==> config.mk <==
export PLATFORM = sky130hd
export DESIGN_NAME = hkrq_ctrl
export DESIGN_NICKNAME = d
export VERILOG_FILES = /design/src/rtl/hkrq_pkg.sv /design/src/rtl/hkrq_ctrl.sv
export SDC_FILE = /design/constraint.sdc
export NUM_CORES = 1
export LEC_CHECK = 0
export BUFFER_PORTS_ARGS = -buffer_cell sky130_fd_sc_hd__clkbuf_2
export CORE_MARGIN = 1.5
export CORE_UTILIZATION = 30
export CTS_BUF_LIST = sky130_fd_sc_hd__clkbuf_16
export DETAILED_ROUTE_END_ITERATION = 8
export PLACE_DENSITY = 0.69
export SETUP_SLACK_MARGIN = 0.5
export SKIP_LAST_GASP = 1
export SYNTH_ARGS = -nofsm -noshare
export SYNTH_HDL_FRONTEND = slang
export SYNTH_SLANG_ARGS = --single-unit
==> constraint.sdc <==
create_clock -name clk -period 2.05 [get_ports clk]
set_input_delay 0 -clock clk [delete_from_list [all_inputs] [get_ports clk]]
set_output_delay 0 -clock clk [all_outputs]
set_load 0.02 [all_outputs]
==> src/rtl/hkrq_pkg.sv <==
// Shared types and constants for the HID key report queue.
// Used by the controller, the datapath and the top level; depends on nothing.
package hkrq_pkg;

	localparam logic [3:0] FN_PRESS    = 4'd0;
	localparam logic [3:0] FN_RELEASE  = 4'd1;
	localparam logic [3:0] FN_REL_ALL  = 4'd2;
	localparam logic [3:0] FN_FLUSH    = 4'd3;
	localparam logic [3:0] FN_RAW      = 4'd4;
	localparam logic [3:0] FN_COMPLETE = 4'd5;
	localparam logic [3:0] FN_FAILED   = 4'd6;
	localparam logic [3:0] FN_UNMOUNT  = 4'd7;
	localparam logic [3:0] FN_READ     = 4'd8;

	localparam int unsigned KEY_SLOTS   = 6;
	localparam int unsigned COUNT_DEPTH = 256;
	localparam logic [7:0]  COUNT_MAX   = 8'hFF;
	localparam logic [4:0]  MOD_PREFIX  = 5'b11100;

	typedef struct packed {
		logic [7:0]                modifier;
		logic [KEY_SLOTS-1:0][7:0] keys;
	} report_t;

	typedef struct packed {
		logic take;
		logic cnt_rd;
		logic press_upd;
		logic rel_upd;
		logic scan_rd;
		logic scan_chk;
		logic scan_end;
		logic clr_all;
		logic q_desired;
		logic q_dirty;
		logic push_raw;
		logic complete_upd;
		logic fail_upd;
		logic unmount_upd;
		logic resync;
		logic snap_rd;
		logic snap_cap;
		logic load_out;
	} cmd_t;

	typedef struct packed {
		logic [3:0] func;
		logic       key_zero;
		logic       need_scan;
		logic       scan_more;
		logic       can_send;
		logic       inflight;
		logic       fill_nz;
		logic       mounted;
		logic       raw_ok;
		logic       out_free;
	} stat_t;

endpackage

==> src/rtl/hkrq_ctrl.sv <==
// Sequencer for the HID key report queue: walks each request through its steps.
// Depends on hkrq_pkg (cmd_t, stat_t, function codes).
module hkrq_ctrl (
	input  logic            clk,
	input  logic            arst_n,
	input  logic            in_valid,
	output logic            in_stall,
	input  hkrq_pkg::stat_t stat,
	output hkrq_pkg::cmd_t  cmd
);

	typedef enum logic [3:0] {
		S_IDLE,
		S_EXEC,
		S_CNT,
		S_SCAN_RD,
		S_SCAN_CHK,
		S_SCAN_END,
		S_QDES,
		S_P_RS,
		S_P_CHK,
		S_P_CAP,
		S_FIN
	} state_t;

	state_t state_q, state_nxt;

	always_comb begin
		cmd       = '0;
		state_nxt = state_q;
		unique case (state_q)
			S_IDLE: begin
				if (in_valid) begin
					cmd.take  = 1'b1;
					state_nxt = S_EXEC;
				end
			end
			S_EXEC: begin
				unique case (stat.func)
					hkrq_pkg::FN_PRESS, hkrq_pkg::FN_RELEASE: begin
						if (stat.key_zero) begin
							state_nxt = S_FIN;
						end else begin
							cmd.cnt_rd = 1'b1;
							state_nxt  = S_CNT;
						end
					end
					hkrq_pkg::FN_REL_ALL: begin
						cmd.clr_all = 1'b1;
						state_nxt   = S_QDES;
					end
					hkrq_pkg::FN_FLUSH: begin
						cmd.q_dirty = 1'b1;
						state_nxt   = S_P_RS;
					end
					hkrq_pkg::FN_RAW: begin
						if (stat.mounted) begin
							// a refused snapshot still counts an overflow but sends nothing
							cmd.push_raw = 1'b1;
							state_nxt    = stat.raw_ok ? S_P_RS : S_FIN;
						end else begin
							state_nxt = S_FIN;
						end
					end
					hkrq_pkg::FN_COMPLETE: begin
						if (stat.inflight && stat.fill_nz) begin
							cmd.complete_upd = 1'b1;
							state_nxt        = S_P_RS;
						end else begin
							state_nxt = S_FIN;
						end
					end
					hkrq_pkg::FN_FAILED: begin
						if (stat.inflight) begin
							cmd.fail_upd = 1'b1;
							state_nxt    = S_P_RS;
						end else begin
							state_nxt = S_FIN;
						end
					end
					hkrq_pkg::FN_UNMOUNT: begin
						cmd.unmount_upd = 1'b1;
						state_nxt       = S_FIN;
					end
					default: begin
						state_nxt = S_FIN;
					end
				endcase
			end
			S_CNT: begin
				if (stat.func == hkrq_pkg::FN_PRESS) begin
					cmd.press_upd = 1'b1;
					state_nxt     = S_FIN;
				end else begin
					cmd.rel_upd = 1'b1;
					state_nxt   = stat.need_scan ? S_SCAN_RD : S_FIN;
				end
			end
			S_SCAN_RD: begin
				if (stat.scan_more) begin
					cmd.scan_rd = 1'b1;
					state_nxt   = S_SCAN_CHK;
				end else begin
					state_nxt = S_SCAN_END;
				end
			end
			S_SCAN_CHK: begin
				cmd.scan_chk = 1'b1;
				state_nxt    = S_SCAN_RD;
			end
			S_SCAN_END: begin
				cmd.scan_end = 1'b1;
				state_nxt    = S_FIN;
			end
			S_QDES: begin
				cmd.q_desired = 1'b1;
				state_nxt     = S_P_RS;
			end
			S_P_RS: begin
				cmd.resync = 1'b1;
				state_nxt  = S_P_CHK;
			end
			S_P_CHK: begin
				if (stat.can_send) begin
					cmd.snap_rd = 1'b1;
					state_nxt   = S_P_CAP;
				end else begin
					state_nxt = S_FIN;
				end
			end
			S_P_CAP: begin
				cmd.snap_cap = 1'b1;
				state_nxt    = S_FIN;
			end
			S_FIN: begin
				if (stat.out_free) begin
					cmd.load_out = 1'b1;
					state_nxt    = S_IDLE;
				end
			end
			default: begin
				state_nxt = S_IDLE;
			end
		endcase
	end

	always_ff @(posedge clk or negedge arst_n) begin
		if (!arst_n) begin
			state_q <= S_IDLE;
		end else begin
			state_q <= state_nxt;
		end
	end

	assign in_stall = (state_q != S_IDLE);

endmodule

==> results of run 1 <==
## layer usage
metal	wire length, microns	up-vias	share of wire
met4	20	0	0.011
met2	926	29	0.51
met3	100	2	0.055
li1	-	370	-
met5	0	-	0
met1	759	339	0.42
## metrics by stage
stage                     instance area (sq um)  power (mW)
after CTS                                 927.1       1.110
after global placement                    758.2      0.7377
final                                     954.7       1.135
after detailed placement                  758.2      0.7470
after floorplan                           585.6      0.6195
after global routing                      954.7       1.218
## worst max path at each step
stage | from | end | slack [ns] | cells past startpoint
global route | state_q[1] | cmd[8] | 0.15 | 4
floorplan | state_q[3] | state_q[2] | 0.27 | 5
finish | state_q[1] | cmd[10] | 0.21 | 4
global placement | state_q[0] | cmd[10] | 0.35 | 4
detailed placement | state_q[0] | state_q[2] | 0.32 | 4
CTS | state_q[1] | cmd[10] | 0.22 | 4
## what timing repair did
item                                   4_1_cts  5_1_grt
endpoints found under the hold margin        4        0
setup endpoints to repair                    8       11
gates resized for setup                     14        9
hold buffers                                 1        0
setup buffers                                4        0
pin swaps                                    2        2
## kinds of logic (layout without fill, tap and decap cells)
kind of cell / count (synthesis) / after routing
XOR/XNOR: 1 / 1
flip-flops: 4 / 4
buffers and inverters: 10 / 49
AND/OR/NAND/NOR: 46 / 46
AO/OA/AOI/OAI: 18 / 18
## power breakdown
group / switching [mW] / total (mW) / internal, mW
logic: 0.414 / 0.691 / 0.277
registers: 0.0186 / 0.141 / 0.122
clock network: 0.0538 / 0.303 / 0.249
## final cells by class
| class | count | area (sq um) |
|---|---|---|
| fill | 189 | 809.5 |
| clock buffer | 3 | 75.07 |
| inverter | 5 | 18.77 |
| timing repair buffer | 41 | 275.3 |
| tap | 25 | 31.28 |
| sequential | 4 | 102.6 |
| multi-input combinational | 65 | 451.7 |
## synth_stat cells, drive strengths merged, types with 2 or more instances
cell and count:
a31oi 3, a21oi 5, nor2b 2, clkbuf 3
nand2b 2, dfrtp 4, nor2 8, and3 8
o21ai 3, nand3b 2, nor3 7, nand2 6
buf 2, inv 4, a211o 2, and4 2
## placed cells by master (no fill, tap or decap), drive strengths merged
| cell type | synthesis | layout |
|---|---|---|
| nor2b | 2 | 2 |
| a31o | 1 | 1 |
| a31oi | 3 | 3 |
| a211o | 2 | 2 |
| clkbuf | 3 | 34 |
| nand2b | 2 | 2 |
| nand2 | 6 | 6 |
| a21oi | 5 | 5 |
| dfrtp | 4 | 4 |
| and3b | 1 | 1 |
| and4 | 2 | 2 |
| or3 | 1 | 1 |
| nand3 | 1 | 1 |
| or4b | 1 | 1 |
| nor4 | 1 | 1 |
| dlygate4sd3 | 0 | 1 |
| nand3b | 2 | 2 |
| nand4 | 1 | 1 |
| xor2 | 1 | 1 |
| nor3b | 1 | 1 |
| a21o | 1 | 1 |
| clkinv | 1 | 1 |
| and3 | 8 | 8 |
| nor2 | 8 | 8 |
| o21ai | 3 | 3 |
| o21bai | 1 | 1 |
| o31ai | 1 | 1 |
| nor3 | 7 | 7 |
| inv | 4 | 4 |
| buf | 2 | 9 |
| nor4b | 1 | 1 |
| or4 | 1 | 1 |
| a311o | 1 | 1 |
## worst max-delay path: stages (launching register included)
cell and delay (ns):
dfrtp_1 0.37, or4b_4 0.55, or3_4 0.38, nor3_4 0.14, clkbuf_8 0.17
==> metrics, run 1 <==
prevailing post-synth register cell=dfrtp_1; overall routing resource usage=0.1748; Async SR Flop Fraction=1.000; routed length per instance=12.64 microns; Mapped Nets=95; starting density of the core=0.3262; synthesized-area fraction occupied by adder cells=0; sequential element share of the synthesized area=0.1739; type of the worst setup path=flip-flop to primary output; placed instance count=between 100 and 150; via count of the first global-routing pass=~640; non-filler cells, final=143; sink of the worst hold path=state_q[0]; leakage power figure=0.4758 nW; number of cells produced by synthesis=79; XOR/XNOR Fraction of Synth Area=0.01522; via count=740; Ports=35; data arrival time at the worst-slack endpoint=around 1.8 ns; slew at the pin with the worst max-slew slack=slightly above 0.3 ns; complex-gate fraction of the synthesized area=0.2043; destination of the worst register-to-register timing path=state_q[2]; register-to-register setup slack=0.42 ns; run status=complete, no violations; row count=15; Slew Viols, Final=0; capturing element type of the critical path=primary output; Fin Clk Skew=0.0009644 ns; router iterations before antenna repair=6; count of unresolved DRC violations after routing=0; final setup violation count=0; total number of clock tree sinks=4; met2 usage in global routing=0.2904; final routed wirelength across all metal layers=around 1.8 mm; IR drop worst, VDD=432.5 uV; number of flip-flops under the largest register name=4; ANT cells=0; Area contributors post-synth=dfrtp_1 17%, and3_1 7.6%, nor3_1 5.2%, nor2_1 5.2%, a21oi_1 4.3%; launching point of the worst reg2reg path=state_q[1]; Worst Slack Setup Final=between 0.2 and 0.25 ns; number of different library cells in the post-synthesis netlist=35; cell accounting for the most synthesized area=dfrtp_1; count of cells along the worst hold path=3; Area growth, synth to finish=65.87%; Post-Synth Simple-Gate Area=0.4978; die width=46.80 microns; Final Hold Vio Count=0; Worst Hold Launch=stat[7]; number of cell instances on the worst register-to-register path=4; max-cap viol count=0; dominant combinational cell family by area after synthesis=simple AND/OR/NAND/NOR gates; Top Registers=state_q (4); clock-pin slew reported for the worst setup and hold paths after clock tree synthesis=0.03 ns; Post-Synthesis Mean Instance Area=7.285 sq um; Slew HR=0.7917; routed via count divided by cell count=5.175; worst hold slack across all endpoints=0.04311 ns; Post-synth EDFFs=0; setup repair after global routing missed its margin=yes; global-route wire length before repair=2.691 mm; met3 routing resource usage after global routing=0.02692; CTS H-Tree Depth=1; number of buffer cells added on primary ports=34; maximum operating frequency=between 500 and 600 MHz; final RePlAce weighted congestion=roughly 0.76; post-synthesis sequential element count=4; met1 Resource Use GR=0.2212; die area=2190 sq um; class of the tightest hold or removal check=input port to flip-flop; top fanout value on the critical path=3; share of the synthesized area in the top cell type=0.1739; count of warnings emitted by yosys=0; mux share of post-synthesis cell area=0; Tmin final=between 1.5 and 2 ns; pre-CTS worst setup slack=between 0.3 and 0.4 ns; layer carrying the most global-route usage=met2; total clock buffers created by CTS=3; clock tree from TritonCTS=built; ratio of cells with drive above 1 in the final layout=0.4746; post-route fraction of the period consumed by the critical path=0.8977; initial detailed-routing violation count=20; synthesized cell area=575.6 sq um; count of nets after finishing=approximately 140; source-to-sink clock delay at the later pin of the worst-skew pair=between 0.2 and 0.25 ns; pin count of the biggest net entering global routing=14; core area=1764 sq um; largest register by flop count=state_q; startpoint types=flip-flop; remaining global-route overflow=0; CTS max path bufs=2; clk root buf=clkbuf_16; required time of the critical path=about 2 ns; power density relative to cell area=1189 nW/um^2; initial antenna violation count=0; fin util=0.5411; ANT nets after route=0; sum of negative setup slack=0 ns; height of the die=46.80 microns; Final HPWL DP=roughly 1.2 mm
(Power assumes the default switching activity.)
==> run 2, diff against run 1 <==
--- a/config.mk
+++ b/config.mk
@@ -11,6 +11,7 @@
 export CTS_BUF_LIST = sky130_fd_sc_hd__clkbuf_16
 export DETAILED_ROUTE_END_ITERATION = 8
 export PLACE_DENSITY = 0.69
+export REMOVE_ABC_BUFFERS = 1
 export SETUP_SLACK_MARGIN = 0.5
 export SKIP_LAST_GASP = 1
 export SYNTH_ARGS = -nofsm -noshare
==> run 2 against run 1 <==
  * Critical path depth did not move
  * Largest power group unchanged
  * Clock-buffer cell count did not move
  * Clock skew rose by 0.00070 ns
==> metrics, run 2 (same netlist as run 1, synthesis figures left out) <==
largest register by flop count=state_q; Critical Path Max Stage Delay=0.55 ns (about the same); data arrival time at the worst-slack endpoint=1.84 ns (about the same); top library cells by usage in the layout, fill and taps aside=27 x clkbuf_2, 7 x nor2_1, 7 x buf_4, 6 x nand2_1, 6 x and3_1; worst hold slack across all endpoints=0.05566 ns (+0.01255 ns); number of buffer cells added on primary ports=34 (unchanged); Area growth, synth to finish=66.96%; Final HPWL DP=1.285 mm (+3.3%); power density relative to cell area=1188 nW/um^2 (about the same); pre-CTS worst setup slack=0.2946 ns (-0.02780 ns); Top Registers=state_q (4); router iterations before antenna repair=4 (-2); global-route wire length before repair=2.753 mm (+2.3%); die area=2190 sq um (unchanged); register-to-register setup slack=0.41 ns (about the same); number of cell instances on the worst register-to-register path=4 (unchanged); die width=46.80 microns (unchanged); number of flip-flops under the largest register name=4 (unchanged); remaining global-route overflow=0 (unchanged); startpoint types=flip-flop; routed length per instance=12.43 microns (-1.6%); final total power=1.141 mW (+0.56%); area occupied by multi-input gates=462.9 sq um (+2.5%); Final Hold Vio Count=0 (unchanged); clock tree from TritonCTS=built; required time of the critical path=2.05 ns (about the same); setup repair after global routing missed its margin=yes; core area=1764 sq um (unchanged); count of cells along the worst hold path=3 (unchanged); Ports=35 (unchanged); run status=complete, no violations; count of unresolved DRC violations after routing=0 (unchanged); CTS max path bufs=2 (unchanged); clk root buf=clkbuf_16; max-cap viol count=0 (unchanged); CTS H-Tree Depth=1 (unchanged); initial antenna violation count=0 (unchanged); Slew Viols, Final=0 (unchanged); clock-pin slew reported for the worst setup and hold paths after clock tree synthesis=0.03 ns (about the same); Worst Slack Setup Final=0.2104 ns (+0.0006540 ns); maximum operating frequency=543.6 MHz (about the same); ANT cells=0 (unchanged); final RePlAce weighted congestion=0.8268 (+8.1%); ordered cell list for the critical path=or4b_4 -> or3_4 -> nor3_4 -> clkbuf_8; pin count of the biggest net entering global routing=14 (unchanged); top fanout value on the critical path=3 (unchanged); count of nets after finishing=136 (unchanged); leakage power figure=0.4734 nW (-0.49%); slowest stage cell, crit path=or4b_4; cell count along the critical path=4 (unchanged); Tmin final=1.840 ns (-0.0006540 ns); source-to-sink clock delay at the later pin of the worst-skew pair=0.22 ns (about the same); height of the die=46.80 microns (unchanged); Fill cells=185 (-2.1%); post-route fraction of the period consumed by the critical path=0.8974 (about the same); IR drop worst, VDD=661.6 uV (+53%); number of buffer and inverter instances along the worst setup path=1 (unchanged); slew at the pin with the worst max-slew slack=0.3137 ns (+0.003806 ns); via count of the first global-routing pass=663 (+3.3%); Top Family by Delay on Critical Path=simple AND/OR/NAND/NOR gates; final routed wirelength across all metal layers=1.778 mm (-1.6%); total clock buffers created by CTS=3 (unchanged); final setup violation count=0 (unchanged); Fin Clk Skew=0.001667 ns (+0.0007022 ns); capturing element type of the critical path=primary output; destination of the worst register-to-register timing path=state_q[2]; launching point of the worst reg2reg path=state_q[1]; Slew HR=0.7891 (-0.002559); overall routing resource usage=0.1705 (-0.004340); ANT nets after route=0 (unchanged); routed via count divided by cell count=5.196 (+0.41%); ratio of cells with drive above 1 in the final layout=0.4915 (+0.01695); sink of the worst hold path=state_q[0]; Worst Hold Launch=stat[7]; row count=15 (unchanged); starting density of the core=0.3262 (unchanged); via count=743 (+0.41%); sum of negative setup slack=0 ns (unchanged); class of the tightest hold or removal check=input port to flip-flop; total number of clock tree sinks=4 (unchanged); initial detailed-routing violation count=3 (-85%); sequential cell area=102.6 sq um (unchanged); type of the worst setup path=flip-flop to primary output; commonest non-fill, non-tap cell in the layout=clkbuf_2
-- run 2: cell count changes in the layout (fill, tap and decap cells not counted), sizes merged --
cell / change
buf: +1
clkbuf: -1
-- run 2: metal layers --
metal  global-route usage  share of wire
met4              0.01667              0
met1               0.2407           0.45
met3              0.05000          0.074
met2               0.2685           0.48
met5                    0              0
-- run 2: cell type report --
| cell class | instances | share of cell area |
|---|---|---|
| Sequential cell | 4 | 0.1068 |
| Clock buffer | 3 | 0.07812 |
| Multi-Input combinational cell | 65 | 0.4818 |
| Inverter | 5 | 0.01953 |
| Timing Repair Buffer | 41 | 0.2812 |
| Tap cell | 25 | 0.03255 |
-- run 2: worst min-delay path, delay by kind of cell --
family,cells,cell delay (ns)
buffers and inverters,1,0.09
AOI/OAI and AO/OA,1,0.08
and+or+nand+nor,1,0.07
-- run 2: what timing repair did --
item / 4_1_cts / 5_1_grt
endpoints found under the hold margin: 4 / 0
setup endpoints to repair: 8 / 12
pin swaps: 3 / 2
hold buffers: 1 / 0
resized for setup: 16 / 10
setup buffers: 4 / 0
-- run 2: through the flow --
stage / util / area, sq um / instances
floorplan: - / 531.8 / 74
global placement: 0.4241 / 748.2 / 135
detailed placement: 0.4241 / 748.2 / 135
CTS: 0.5255 / 927.1 / 143
global route: 0.5447 / 960.9 / 143
finish: 0.5447 / 960.9 / 143
-- run 2: power breakdown --
part           switching [mW]  total [mW]  internal [mW]
registers              0.0245       0.147          0.123
clock network          0.0522       0.301          0.249
logic                   0.417       0.693          0.276
-- run 2: how the worst max path moves through the flow --
stage	startpoint	slack [ns]	end
global route	state_q[1]	0.16	cmd[7]
floorplan	state_q[2]	0.18	cmd[16]
detailed placement	state_q[0]	0.29	cmd[16]
finish	state_q[1]	0.21	cmd[10]
CTS	state_q[1]	0.21	cmd[10]
global placement	state_q[0]	0.34	cmd[8]
==> run 3, diff against run 2 <==
--- a/config.mk
+++ b/config.mk
@@ -7,10 +7,10 @@
 export LEC_CHECK = 0
 export BUFFER_PORTS_ARGS = -buffer_cell sky130_fd_sc_hd__clkbuf_2
 export CORE_MARGIN = 1.5
-export CORE_UTILIZATION = 30
+export CORE_UTILIZATION = 35
 export CTS_BUF_LIST = sky130_fd_sc_hd__clkbuf_16
 export DETAILED_ROUTE_END_ITERATION = 8
-export PLACE_DENSITY = 0.69
+export PLACE_DENSITY = 0.77
 export REMOVE_ABC_BUFFERS = 1
 export SETUP_SLACK_MARGIN = 0.5
 export SKIP_LAST_GASP = 1
==> run 3 against run 2 <==
  * Clock power about the same
  * Routed wire length increased by 3.3%
  * Critical endpoint unchanged
  * Clock-buffer cell count unchanged
  * Hold slack improved by 0.0059 ns
  * Design area decreased by 1.3%
  * Die area decreased by 13%
  * Core utilization increased by 7.8 points
  * Sequential power decreased by 4%
  * Global-route usage increased by 2.3 points
  * Clock skew decreased by 0.0013 ns
==> metrics, run 3 (same netlist as run 1, synthesis figures left out) <==
global-route wire length before repair=2.842 mm (+3.2%); setup repair after global routing missed its margin=yes; number of buffer and inverter instances along the worst setup path=1 (unchanged); top fanout value on the critical path=3 (unchanged); Top Family by Delay on Critical Path=simple AND/OR/NAND/NOR gates; Final Hold Vio Count=0 (unchanged); run status=complete, no violations; type of the worst setup path=flip-flop to primary output; total number of clock tree sinks=4 (unchanged); remaining global-route overflow=0 (unchanged); source-to-sink clock delay at the later pin of the worst-skew pair=0.22 ns (about the same); via count=747 (+0.54%); count of nets after finishing=137 (+0.74%); height of the die=43.55 microns (-6.9%); routed via count divided by cell count=5.533 (+6.5%); Final HPWL DP=1.223 mm (-4.9%); slew at the pin with the worst max-slew slack=0.3683 ns (+0.05465 ns); Area growth, synth to finish=64.78%; total clock buffers created by CTS=3 (unchanged); CTS max path bufs=2 (unchanged); router iterations before antenna repair=4 (unchanged); ordered cell list for the critical path=or4b_4 -> or3_4 -> nor3_4 -> clkbuf_8; register-to-register setup slack=0.31 ns (-0.10 ns); starting density of the core=0.3777 (+0.05143); pin count of the biggest net entering global routing=14 (unchanged); largest register by flop count=state_q; row count=14 (-1); Slew HR=0.7524 (-0.03674); sum of negative setup slack=0 ns (unchanged); clock-pin slew reported for the worst setup and hold paths after clock tree synthesis=0.03 ns (about the same); worst hold slack across all endpoints=0.06153 ns (+0.005875 ns); initial antenna violation count=0 (unchanged); post-placement cell area=744.5 sq um (-0.50%); Critical Path Max Stage Delay=0.56 ns (about the same); Fill cells=139 (-25%); final RePlAce weighted congestion=0.8010 (-3.1%); clk root buf=clkbuf_16; Worst Slack Setup Final=0.2138 ns (+0.003449 ns); required time of the critical path=2.05 ns (about the same); fin util=0.6223 (+0.07765); maximum operating frequency=544.6 MHz (+0.19%); Ports=35 (unchanged); commonest non-fill, non-tap cell in the layout=clkbuf_2; initial detailed-routing violation count=19 (+16); Fin Clk Skew=0.0003675 ns (-0.001299 ns); top library cells by usage in the layout, fill and taps aside=27 x clkbuf_2, 8 x nor2_1, 8 x buf_4, 7 x and3_1, 6 x nand2_1; Tmin final=1.836 ns (-0.003449 ns); Slew Viols, Final=0 (unchanged); capturing element type of the critical path=primary output; power density relative to cell area=1202 nW/um^2 (+1.2%); die width=43.55 microns (-6.9%); ratio of cells with drive above 1 in the final layout=0.4706 (-0.02094); via count of the first global-routing pass=724 (+9.2%); final routed wirelength across all metal layers=1.836 mm (+3.3%); routed length per instance=13.60 microns (+9.4%); ANT cells=0 (unchanged); leakage power figure=0.4806 nW (+1.5%); slowest stage cell, crit path=or4b_4; CTS H-Tree Depth=1 (unchanged); core area=1524 sq um (-14%); number of flip-flops under the largest register name=4 (unchanged); number of buffer cells added on primary ports=34 (unchanged); final cell area excluding filler cells=948.4 sq um (-1.3%); final setup violation count=0 (unchanged); overall routing resource usage=0.1932 (+0.02270); data arrival time at the worst-slack endpoint=1.84 ns (about the same); max-cap viol count=0 (unchanged); ANT nets after route=0 (unchanged); die area=1897 sq um (-13%); IR drop worst, VDD=430.2 uV (-35%); Top Registers=state_q (4); pre-CTS worst setup slack=0.3705 ns (+0.07595 ns); count of unresolved DRC violations after routing=0 (unchanged); startpoint types=flip-flop; post-route fraction of the period consumed by the critical path=0.8957 (-0.001682); class of the tightest hold or removal check=input port to flip-flop; clock tree from TritonCTS=built
## run 3: cell count changes in the layout (fill, tap and decap cells not counted), sizes merged
| cell | delta |
|---|---|
| buf | +2 |
| clkbuf | -1 |
## run 3: worst min-delay path, stage by stage
cell and delay, ns:
clkbuf_2 0.09, nand4_1 0.06, a31oi_1 0.08
## run 3: layer usage
layer	global-route usage	wire length, microns	up-vias
met1	0.2103	716	343
met3	0.02500	105	0
met4	0.05455	0	0
met2	0.3794	1014	32
li1	-	-	372
met5	0	0	-
## run 3: area by class of cell
class,count,area [sq um],share of cell area
repair buffers,42,277.8,0.2929
inverters,5,18.77,0.01979
multi-input cells,65,455.4,0.4802
clock buffers,3,75.07,0.07916
well taps,16,20.02,0.02111
flip-flops and latches,4,101.3,0.1069
## run 3: final timing paths
kind,endpoint,startpoint,cells past startpoint
setup / recovery,cmd[10],state_q[1],4
hold / removal,state_q[0],stat[7],3
setup reg to reg,state_q[0],state_q[1],7
hold reg to reg,state_q[1],state_q[3],2
max in group asynchronous,state_q[3],arst_n,2
min in group asynchronous,state_q[0],arst_n,2
## run 3: stage by stage
stage / total power [mW] / std cells
after floorplan: 0.5581 / 74
after global placement: 0.7390 / 127
after detailed placement: 0.7551 / 127
after CTS: 1.104 / 134
after global routing: 1.233 / 135
final: 1.140 / 135
## run 3: power by group
group	switching [mW]	internal, mW	leakage [nW]
Clock	0.0515	0.249	0.0370
Sequential	0.0199	0.121	0.0486
Combinational	0.417	0.282	0.395
## run 3: what timing repair did
item | 4_1_cts | 5_1_grt
resized for setup | 13 | 13
setup endpoints to repair | 8 | 11
setup buffers | 3 | 1
hold buffers | 1 | 0
pin swaps | 1 | 4
hold endpoints to repair | 4 | 0
cloned | 0 | 0
